### src/rtl/assert_macros.svh
// Assertion macros used by the classifier top level.
// Expects signals named clk and arst_n in the scope of each use.
`ifndef ASSERT_MACROS_SVH
`define ASSERT_MACROS_SVH
`ifndef ASSERT_OFF
`define ASSERT_ALWAYS(lbl, expr, msg) \
	lbl: assert property (@(posedge clk) disable iff (!arst_n) (expr)) else $error(msg);
`define ASSERT_IMPL(lbl, ante, cons, msg) \
	lbl: assert property (@(posedge clk) disable iff (!arst_n) (ante) |-> (cons)) else $error(msg);
`define ASSERT_NEXT(lbl, ante, cons, msg) \
	lbl: assert property (@(posedge clk) disable iff (!arst_n) (ante) |=> (cons)) else $error(msg);
`else
`define ASSERT_ALWAYS(lbl, expr, msg)
`define ASSERT_IMPL(lbl, ante, cons, msg)
`define ASSERT_NEXT(lbl, ante, cons, msg)
`endif
`endif

### src/rtl/ucc_pkg.sv
// Types and constants of the UTF-8 character classifier.
// No dependencies.
package ucc_pkg;

	typedef enum logic [3:0] {
		CLS_SPACE   = 4'd0,
		CLS_IPUNCT  = 4'd1,
		CLS_SYMBOL  = 4'd2,
		CLS_HIRA    = 4'd3,
		CLS_KATA    = 4'd4,
		CLS_HKANA   = 4'd5,
		CLS_MDOT    = 4'd6,
		CLS_COMMA   = 4'd7,
		CLS_SLASH   = 4'd8,
		CLS_COLON   = 4'd9,
		CLS_PERIOD  = 4'd10,
		CLS_FIGURE  = 4'd11,
		CLS_KFIG    = 4'd12,
		CLS_ALPHA   = 4'd13,
		CLS_KANJI   = 4'd14,
		CLS_BRACKET = 4'd15
	} cls_t;

	// Range and equality hits, one per test, in priority order.
	typedef struct packed {
		logic space;
		logic ipunct;
		logic era;
		logic hira;
		logic kata;
		logic kata_lv;
		logic hkana;
		logic hkana_lv;
		logic mdot;
		logic comma;
		logic slash;
		logic colon;
		logic period;
		logic figure;
		logic kfig;
		logic kfig_digit;
		logic kfig_word;
		logic alpha;
		logic kanji;
		logic bracket;
	} hits_t;

	typedef struct packed {
		logic era;
		logic long_vowel;
		logic numeral_digit;
		logic numeral_word;
	} flags_t;

	localparam int BRACKET_N = 120;

	localparam logic [15:0] BRACKET_TAB [BRACKET_N] = '{
		16'h0028, 16'h0029, 16'h005B, 16'h005D, 16'h007B, 16'h007D,
		16'h0F3A, 16'h0F3B, 16'h0F3C, 16'h0F3D, 16'h169B, 16'h169C,
		16'h2045, 16'h2046, 16'h207D, 16'h207E, 16'h208D, 16'h208E,
		16'h2308, 16'h2309, 16'h230A, 16'h230B, 16'h2329, 16'h232A,
		16'h2768, 16'h2769, 16'h276A, 16'h276B, 16'h276C, 16'h276D, 16'h276E, 16'h276F,
		16'h2770, 16'h2771, 16'h2772, 16'h2773, 16'h2774, 16'h2775,
		16'h27C5, 16'h27C6,
		16'h27E6, 16'h27E7, 16'h27E8, 16'h27E9, 16'h27EA, 16'h27EB, 16'h27EC, 16'h27ED,
		16'h27EE, 16'h27EF,
		16'h2983, 16'h2984, 16'h2985, 16'h2986, 16'h2987, 16'h2988, 16'h2989, 16'h298A,
		16'h298B, 16'h298C, 16'h298D, 16'h2990, 16'h298F, 16'h298E, 16'h2991, 16'h2992,
		16'h2993, 16'h2994, 16'h2995, 16'h2996, 16'h2997, 16'h2998,
		16'h29D8, 16'h29D9, 16'h29DA, 16'h29DB, 16'h29FC, 16'h29FD,
		16'h2E22, 16'h2E23, 16'h2E24, 16'h2E25, 16'h2E26, 16'h2E27, 16'h2E28, 16'h2E29,
		16'h3008, 16'h3009, 16'h300A, 16'h300B, 16'h300C, 16'h300D, 16'h300E, 16'h300F,
		16'h3010, 16'h3011, 16'h3014, 16'h3015, 16'h3016, 16'h3017, 16'h3018, 16'h3019,
		16'h301A, 16'h301B,
		16'hFE59, 16'hFE5A, 16'hFE5B, 16'hFE5C, 16'hFE5D, 16'hFE5E,
		16'hFF08, 16'hFF09, 16'hFF3B, 16'hFF3D, 16'hFF5B, 16'hFF5D, 16'hFF5F, 16'hFF60,
		16'hFF62, 16'hFF63
	};

endpackage

### src/rtl/ucc_channels.sv
// Valid/ready channel interfaces: character bytes in, classification out.
// No package dependencies.
interface ucc_char_if;
	logic       valid;
	logic       ready;
	logic [7:0] lead_byte;
	logic [7:0] second_byte;
	logic [7:0] third_byte;

	modport source (output valid, lead_byte, second_byte, third_byte, input ready);
	modport sink (input valid, lead_byte, second_byte, third_byte, output ready);
endinterface

interface ucc_result_if;
	logic        valid;
	logic        ready;
	logic [15:0] code_point;
	logic [3:0]  char_class;
	logic        era_mark;
	logic        long_vowel_mark;
	logic        numeral_digit_mark;
	logic        numeral_word_mark;

	modport source (output valid, code_point, char_class, era_mark, long_vowel_mark,
		numeral_digit_mark, numeral_word_mark, input ready);
	modport sink (input valid, code_point, char_class, era_mark, long_vowel_mark,
		numeral_digit_mark, numeral_word_mark, output ready);
endinterface

### src/rtl/utf8_char_classifier_top.sv
// Top level of the UTF-8 character classifier: three-stage pipeline.
// Depends on ucc_pkg, ucc_channels, ucc_decode, ucc_match, ucc_prio, assert_macros.svh.
//
//  channel  direction  payload
//  text     in         lead_byte, second_byte, third_byte
//  result   out        code_point, char_class, four mark bits
//
// One beat per cycle while result is ready; a beat passes the s1, s2, s3 registers.
// Stage 1 decodes, stage 2 runs the range and bracket table compares,
// stage 3 holds the resolved class and drives the result channel.
// Reset clears the stage valid bits only; nothing else needs clearing.
// A stall on result backs up stage by stage; a stage moves when the next one is
// empty or moving, so no beat is dropped or repeated.
`include "assert_macros.svh"

module utf8_char_classifier_top
	import ucc_pkg::*;
(
	input  logic         clk,
	input  logic         arst_n,
	ucc_char_if.sink     text,
	ucc_result_if.source result
);

	logic        v_s1, v_s2, v_s3;
	logic        rdy_s1, rdy_s2, rdy_s3;
	logic [15:0] code_s1, code_s2, code_s3;
	hits_t       hits_s2;
	cls_t        class_s3;
	flags_t      flags_s3;

	logic [15:0] code_dec;
	hits_t       hits_cmb;
	cls_t        class_cmb;
	flags_t      flags_cmb;

	assign rdy_s3     = !v_s3 || result.ready;
	assign rdy_s2     = !v_s2 || rdy_s3;
	assign rdy_s1     = !v_s1 || rdy_s2;
	assign text.ready = rdy_s1;

	ucc_decode u_decode (
		.lead_byte  (text.lead_byte),
		.second_byte(text.second_byte),
		.third_byte (text.third_byte),
		.code_point (code_dec)
	);

	ucc_match u_match (
		.code_point(code_s1),
		.hits      (hits_cmb)
	);

	ucc_prio u_prio (
		.hits      (hits_s2),
		.char_class(class_cmb),
		.flags     (flags_cmb)
	);

	always_ff @(posedge clk or negedge arst_n) begin
		if (!arst_n) begin
			v_s1 <= 1'b0;
			v_s2 <= 1'b0;
			v_s3 <= 1'b0;
		end else begin
			if (rdy_s1) v_s1 <= text.valid;
			if (rdy_s2) v_s2 <= v_s1;
			if (rdy_s3) v_s3 <= v_s2;
		end
	end

	always_ff @(posedge clk) begin
		if (rdy_s1 && text.valid) begin
			code_s1 <= code_dec;
		end
		if (rdy_s2 && v_s1) begin
			code_s2 <= code_s1;
			hits_s2 <= hits_cmb;
		end
		if (rdy_s3 && v_s2) begin
			code_s3  <= code_s2;
			class_s3 <= class_cmb;
			flags_s3 <= flags_cmb;
		end
	end

	assign result.valid              = v_s3;
	assign result.code_point         = code_s3;
	assign result.char_class         = class_s3;
	assign result.era_mark           = flags_s3.era;
	assign result.long_vowel_mark    = flags_s3.long_vowel;
	assign result.numeral_digit_mark = flags_s3.numeral_digit;
	assign result.numeral_word_mark  = flags_s3.numeral_word;

	`ASSERT_IMPL(a_one_flag, v_s3, $onehot0(flags_s3), "more than one mark set")
	`ASSERT_IMPL(a_era_symbol, v_s3 && flags_s3.era, class_s3 == CLS_SYMBOL, "era mark off symbol")
	`ASSERT_IMPL(a_zero_symbol, v_s3 && code_s3 == 16'h0000,
		class_s3 == CLS_SYMBOL && flags_s3 == '0, "code 0 not plain symbol")
	`ASSERT_NEXT(a_s1_hold, v_s1 && !rdy_s2, v_s1 && $stable(code_s1), "stage 1 lost on stall")
	`ASSERT_NEXT(a_s2_hold, v_s2 && !rdy_s3, v_s2 && $stable(hits_s2), "stage 2 lost on stall")

endmodule

### src/rtl/ucc_decode.sv
// UTF-8 decode of up to three bytes into a 16-bit code point.
// No package dependencies.
module ucc_decode (
	input  logic [7:0]  lead_byte,
	input  logic [7:0]  second_byte,
	input  logic [7:0]  third_byte,
	output logic [15:0] code_point
);

	always_comb begin
		if (lead_byte > 8'hEF) begin
			// four-byte lead is not decoded
			code_point = 16'h0000;
		end else if (lead_byte > 8'hDF) begin
			code_point = {lead_byte[3:0], second_byte[5:0], third_byte[5:0]};
		end else if (lead_byte > 8'h7F) begin
			code_point = {5'b0, lead_byte[4:0], second_byte[5:0]};
		end else begin
			code_point = {8'h00, lead_byte};
		end
	end

endmodule

### src/rtl/ucc_match.sv
// Range, equality and bracket table compares on one code point.
// Depends on ucc_pkg (hits_t, BRACKET_TAB).
module ucc_match
	import ucc_pkg::*;
(
	input  logic [15:0] code_point,
	output hits_t       hits
);

	logic bracket_hit;

	always_comb begin
		bracket_hit = 1'b0;
		for (int i = 0; i < BRACKET_N; i++) begin
			if (code_point == BRACKET_TAB[i]) begin
				bracket_hit = 1'b1;
			end
		end
	end

	always_comb begin
		hits.space      = code_point inside {16'h0020, 16'h3000, 16'h00A0, 16'h1680,
			16'h180E, [16'h2000:16'h200B], 16'h202F, 16'h205F, 16'hFEFF};
		hits.ipunct     = code_point inside {[16'h3001:16'h3002]};
		hits.era        = code_point inside {[16'h337B:16'h337E]};
		hits.hira       = code_point inside {[16'h3040:16'h309F]};
		hits.kata       = code_point inside {[16'h30A0:16'h30FA]};
		hits.kata_lv    = (code_point == 16'h30FC);
		hits.hkana      = code_point inside {[16'h00A1:16'h00DF]};
		hits.hkana_lv   = (code_point == 16'hFF70);
		hits.mdot       = code_point inside {16'h00B7, 16'h30FB};
		hits.comma      = code_point inside {16'h002C, 16'hFF0C};
		hits.slash      = code_point inside {16'h002F, 16'hFF0F};
		hits.colon      = code_point inside {16'h003A, 16'hFF1A};
		hits.period     = (code_point == 16'hFF0E);
		hits.figure     = code_point inside {[16'h0030:16'h0039], [16'hFF10:16'hFF19]};
		hits.kfig       = code_point inside {16'h25CB, 16'h3007, 16'h96F6, 16'h4E00,
			16'h4E8C, 16'h4E09, 16'h56DB, 16'h4E94, 16'h516D, 16'h4E03, 16'h516B, 16'h4E5D};
		hits.kfig_digit = code_point inside {16'h5341, 16'h767E, 16'h5343, 16'h4E07,
			16'h5104, 16'h5146};
		hits.kfig_word  = code_point inside {16'h6570, 16'h4F55, 16'h5E7E};
		hits.alpha      = code_point inside {[16'h0041:16'h005A], [16'h0061:16'h007A],
			[16'h00C0:16'h00FF], [16'hFF21:16'hFF3A], [16'hFF41:16'hFF5A]};
		hits.kanji      = code_point inside {[16'h4E00:16'h9FFF], 16'h3005, 16'h3007};
		hits.bracket    = bracket_hit;
	end

endmodule

### src/rtl/ucc_prio.sv
// Priority resolve of the hit vector into class and modifier flags.
// Depends on ucc_pkg (hits_t, cls_t, flags_t).
module ucc_prio
	import ucc_pkg::*;
(
	input  hits_t  hits,
	output cls_t   char_class,
	output flags_t flags
);

	always_comb begin
		flags      = '0;
		char_class = CLS_SYMBOL;
		if (hits.space) begin
			char_class = CLS_SPACE;
		end else if (hits.ipunct) begin
			char_class = CLS_IPUNCT;
		end else if (hits.era) begin
			char_class = CLS_SYMBOL;
			flags.era  = 1'b1;
		end else if (hits.hira) begin
			char_class = CLS_HIRA;
		end else if (hits.kata) begin
			char_class = CLS_KATA;
		end else if (hits.kata_lv) begin
			char_class       = CLS_KATA;
			flags.long_vowel = 1'b1;
		end else if (hits.hkana) begin
			char_class = CLS_HKANA;
		end else if (hits.hkana_lv) begin
			char_class       = CLS_HKANA;
			flags.long_vowel = 1'b1;
		end else if (hits.mdot) begin
			char_class = CLS_MDOT;
		end else if (hits.comma) begin
			char_class = CLS_COMMA;
		end else if (hits.slash) begin
			char_class = CLS_SLASH;
		end else if (hits.colon) begin
			char_class = CLS_COLON;
		end else if (hits.period) begin
			char_class = CLS_PERIOD;
		end else if (hits.figure) begin
			char_class = CLS_FIGURE;
		end else if (hits.kfig) begin
			char_class = CLS_KFIG;
		end else if (hits.kfig_digit) begin
			char_class          = CLS_KFIG;
			flags.numeral_digit = 1'b1;
		end else if (hits.kfig_word) begin
			char_class         = CLS_KFIG;
			flags.numeral_word = 1'b1;
		end else if (hits.alpha) begin
			char_class = CLS_ALPHA;
		end else if (hits.kanji) begin
			char_class = CLS_KANJI;
		end else if (hits.bracket) begin
			char_class = CLS_BRACKET;
		end
	end

endmodule
### src/flat_wrapper.sv
// flat-port wrapper written by rule: the top's interface ports become plain ports
module utf8_char_classifier_top_flat import ucc_pkg::*;
  (clk, arst_n, text_valid, text_lead_byte, text_second_byte, text_third_byte, text_ready, result_valid, result_code_point, result_char_class, result_era_mark, result_long_vowel_mark, result_numeral_digit_mark, result_numeral_word_mark, result_ready);
  ucc_char_if text_i ();
  ucc_result_if result_i ();
  input  logic clk;
  input  logic arst_n;
  input wire logic [$bits(text_i.valid)-1:0] text_valid;
  input wire logic [$bits(text_i.lead_byte)-1:0] text_lead_byte;
  input wire logic [$bits(text_i.second_byte)-1:0] text_second_byte;
  input wire logic [$bits(text_i.third_byte)-1:0] text_third_byte;
  output wire logic [$bits(text_i.ready)-1:0] text_ready;
  output wire logic [$bits(result_i.valid)-1:0] result_valid;
  output wire logic [$bits(result_i.code_point)-1:0] result_code_point;
  output wire logic [$bits(result_i.char_class)-1:0] result_char_class;
  output wire logic [$bits(result_i.era_mark)-1:0] result_era_mark;
  output wire logic [$bits(result_i.long_vowel_mark)-1:0] result_long_vowel_mark;
  output wire logic [$bits(result_i.numeral_digit_mark)-1:0] result_numeral_digit_mark;
  output wire logic [$bits(result_i.numeral_word_mark)-1:0] result_numeral_word_mark;
  input wire logic [$bits(result_i.ready)-1:0] result_ready;
  assign text_i.valid = text_valid;
  assign text_i.lead_byte = text_lead_byte;
  assign text_i.second_byte = text_second_byte;
  assign text_i.third_byte = text_third_byte;
  assign text_ready = text_i.ready;
  assign result_valid = result_i.valid;
  assign result_code_point = result_i.code_point;
  assign result_char_class = result_i.char_class;
  assign result_era_mark = result_i.era_mark;
  assign result_long_vowel_mark = result_i.long_vowel_mark;
  assign result_numeral_digit_mark = result_i.numeral_digit_mark;
  assign result_numeral_word_mark = result_i.numeral_word_mark;
  assign result_i.ready = result_ready;
  utf8_char_classifier_top u_core (.clk(clk), .arst_n(arst_n), .text(text_i), .result(result_i));
endmodule
### config.mk
export PLATFORM = sky130hd
export DESIGN_NAME = utf8_char_classifier_top_flat
export DESIGN_NICKNAME = d
export VERILOG_FILES = /design/src/rtl/ucc_pkg.sv /design/src/rtl/ucc_channels.sv /design/src/rtl/utf8_char_classifier_top.sv /design/src/rtl/ucc_decode.sv /design/src/rtl/ucc_match.sv /design/src/rtl/ucc_prio.sv /design/src/flat_wrapper.sv
export VERILOG_INCLUDE_DIRS = /design/src /design/src/rtl
export SDC_FILE = /design/constraint.sdc
export NUM_CORES = 1
export LEC_CHECK = 0
export ABC_AREA = 1
export CELL_PAD_IN_SITES_DETAIL_PLACEMENT = 0
export CELL_PAD_IN_SITES_GLOBAL_PLACEMENT = 1
export CORE_ASPECT_RATIO = 0.75
export CORE_MARGIN = 1.5
export CORE_UTILIZATION = 48
export DETAILED_ROUTE_END_ITERATION = 12
export DONT_BUFFER_PORTS = 1
export PLACE_DENSITY_LB_ADDON = 0.1
export SLEW_MARGIN = 20
export SYNTH_ARGS = -nofsm -noshare
export SYNTH_HDL_FRONTEND = slang
export SYNTH_SLANG_ARGS = --single-unit
### constraint.sdc
create_clock -name clk -period 2.2 [get_ports clk]
set_input_delay 0.44 -clock clk [delete_from_list [all_inputs] [get_ports clk]]
set_output_delay 0.44 -clock clk [all_outputs]
set_load 0.02 [all_outputs]
==> out/results.txt <==
outcome: finished clean
CTS root buf: clkbuf_16
Filler cells: 804
worst hold margin: 0.236 ns
fin crit share: 97.0%
Setup crit end kind: register
Wirelength per Cell: 19.1 µm
slew of the pin with the lowest slew margin: 0.549 ns
Synth area leaders: edfxtp_1 51%, nand2_1 9.5%, inv_1 5.7%, nor2_1 5.3%, nand3_1 3.3%
relative slew slack: 63.4%
Tmin final: 2.13 ns
Clock Skew: 0.00829 ns
area post-placement: 0.00522 mm²
setup violators final: 0
CP arrival: 2.15 ns
asr flop ratio synth: 3.80%
top cells by count, synth: 114 x nand2_1, 76 x edfxtp_1, 69 x inv_1
register area: 0.00236 mm²
post-DP HPWL: 11,600 µm
Post-Syn Instances: 529
Post-DRT Antenna Nets: 0
Multi-input gate area: 0.00181 mm²
clock sinks: 79
Leakage Power: 2.32 nW
Residual DRC: 0
Finished Cell Area: 0.00552 mm²
DR vias: 4,310
DRT iter0 DRCs: 493
Total GRT Usage: 30.9%
cell count after placement: 728
Cell variety after synth: 46
Design Power: 4.54 mW
vias in the first global route: 4,108
fin worst setup slack: 0.0659 ns
Clock transition at path regs: 0.06 ns
Setup Buffers After CTS: 0
IO Port Bufs: 0
synthesized area: 0.00451 mm²
Total Routed Length: 14,300 µm
fmax: 0.469 GHz
Power Density: 823 mW/mm²
pre-CTS setup slack: 0.151 ns
Post-Route Setup TNS: 0 ns
max_cap viols: 0
RSZ-0062 raised after global routing: false
Avg Cell Area, Syn: 8.53 µm²
post-layout net count: 640
layout cells sized above 1: 21.7%
fin cells: 745
diode count: 0
met3 wire len: 1420 µm
register area share after synthesis: 52.2%
first-pass GRT wire length: 22,500 µm
WS Path Type: register to register
Crit path required time: 2.22 ns
row cnt: 30
Post-synth EDFFs: 76
vias per cell: 5.79
CTS tree: done
Yosys warning total: 0
H-tree Lvls: 3
Clock Latency Late Sink: 0.34 ns
largest net degree at the start of global routing: 37
endpoints failing hold: 0
Die Area: 0.0100 mm²
Core Region: 0.00908 mm²
area grow syn2layout: 22.3%
Initial DRT Pass Iterations: 6
most frequent cell after synthesis: nand2_1
Routed met1 length: 6280 µm
antenna violations before repair: 0
maximum vdd drop: 0.454 mV
Overflow after GRT: 0
RD Place Congestion: 1.02
Post-Syn Nets: 557
clk buf depth: 2
chip width: 115 µm
DR WL met2: 6280 µm
Num CTS Buffers: 9
Die Y: 87.0 µm
area leader, netlist: edfxtp_1
final core utilization: 60.8%
Initial Utilization: 49.7%
top-area cell type share of the netlist area: 50.6%
uppermost layer routed: met4
min-delay worst type: input port to register
Slew Viols, Final: 0
I/O pin cnt: 54
CP Max Fanout: 7
post-synthesis register bit count: 79
CP startpoint kind: register
prevailing post-synth register cell: edfxtp_1
-- worst max-delay path, cell delays in order, from the launching register on --
cell      delay [ns]
edfxtp_1        0.67
nor2_4          0.08
nand2_1         0.23
buf_4           0.16
o21ai_2         0.07
nand4_1         0.10
nand3_1         0.09
nor2_1          0.16
o221ai_1        0.25
-- metal layers --
| metal | GRT usage [%] | vias to the layer above |
|---|---|---|
| met5 | 0 | - |
| met4 | 7.86 | 0 |
| met3 | 7.38 | 35 |
| met2 | 47.4 | 256 |
| met1 | 44.3 | 2010 |
| li1 | - | 2009 |
-- flip-flops by register name (all words and copies together), names as in the netlist --
signal,flops
u_core.hits_s2,20
u_core.code_s1,16
u_core.code_s2,16
u_core.result.code_point,16
u_core.result.char_class,4
u_core.result.era_mark,1
u_core.result.long_vowel_mark,1
u_core.result.numeral_digit_mark,1
u_core.result.numeral_word_mark,1
u_core.result.valid,1
u_core.v_s1,1
u_core.v_s2,1
-- report_power, final --
| part | internal, mW | switching (mW) | total (mW) |
|---|---|---|---|
| registers | 2.00 | 0.276 | 2.28 |
| clock network | 0.809 | 0.598 | 1.41 |
| logic | 0.273 | 0.583 | 0.856 |
-- cell type report --
class | count | share of cell area, %
clock buffer | 10 | 4.33
tap | 128 | 2.90
inverter | 88 | 6.05
timing repair buffer | 76 | 10.4
multi-input combinational | 358 | 32.7
clock inverter | 6 | 0.952
sequential | 79 | 42.7
-- layout by cell type (no fill, tap or decap), types with 2 or more instances in the layout --
cell / count
clkbuf_16: 9
nor4_1: 6
buf_4: 75
a21oi_1: 16
o32ai_1: 2
nor2_2: 6
nand3b_1: 2
a41oi_1: 2
o21ai_0: 15
inv_2: 15
nor3_2: 2
o211ai_1: 4
dfrtp_1: 3
a31oi_1: 6
nor2_1: 64
o31ai_1: 6
clkinv_1: 2
nand3_1: 30
nor3_1: 17
o21ai_1: 7
clkinvlp_4: 2
edfxtp_1: 76
o221ai_1: 3
nand2_2: 6
nand4_1: 24
a22oi_1: 2
nand2_1: 114
inv_1: 69
nor2_4: 7
clkinv_4: 2
-- cell families after synthesis --
| group | Yosys count | synth area share [%] |
|---|---|---|
| buffers and inverters | 92 | 7.95 |
| DFF | 79 | 52.2 |
| AOI/OAI and AO/OA | 76 | 10.8 |
| and+or+nand+nor | 282 | 29.0 |
-- path summary, 6_finish.rpt --
check | slack, ns | to | from | cells after the start
setup / recovery | 0.07 | u_core.hits_s2[5] | u_core.code_s1[2] | 8
hold / removal | 0.24 | u_core.v_s1 | text_valid | 2
setup reg to reg | 0.07 | u_core.hits_s2[5] | u_core.code_s1[2] | 8
hold reg to reg | 0.41 | u_core.result.code_point[2] | u_core.code_s2[2] | 0
max in group asynchronous | 1.67 | u_core.result.valid | arst_n | 1
min in group asynchronous | 0.37 | u_core.v_s2 | arst_n | 1
-- what timing repair did --
item                                    in CTS  in global routing
hold buffers                                 1                  0
endpoints found under the setup margin       0                  1
resized for setup                            0                  1
endpoints found under the hold margin        3                  0
Power figures use the tool's default switching activity.
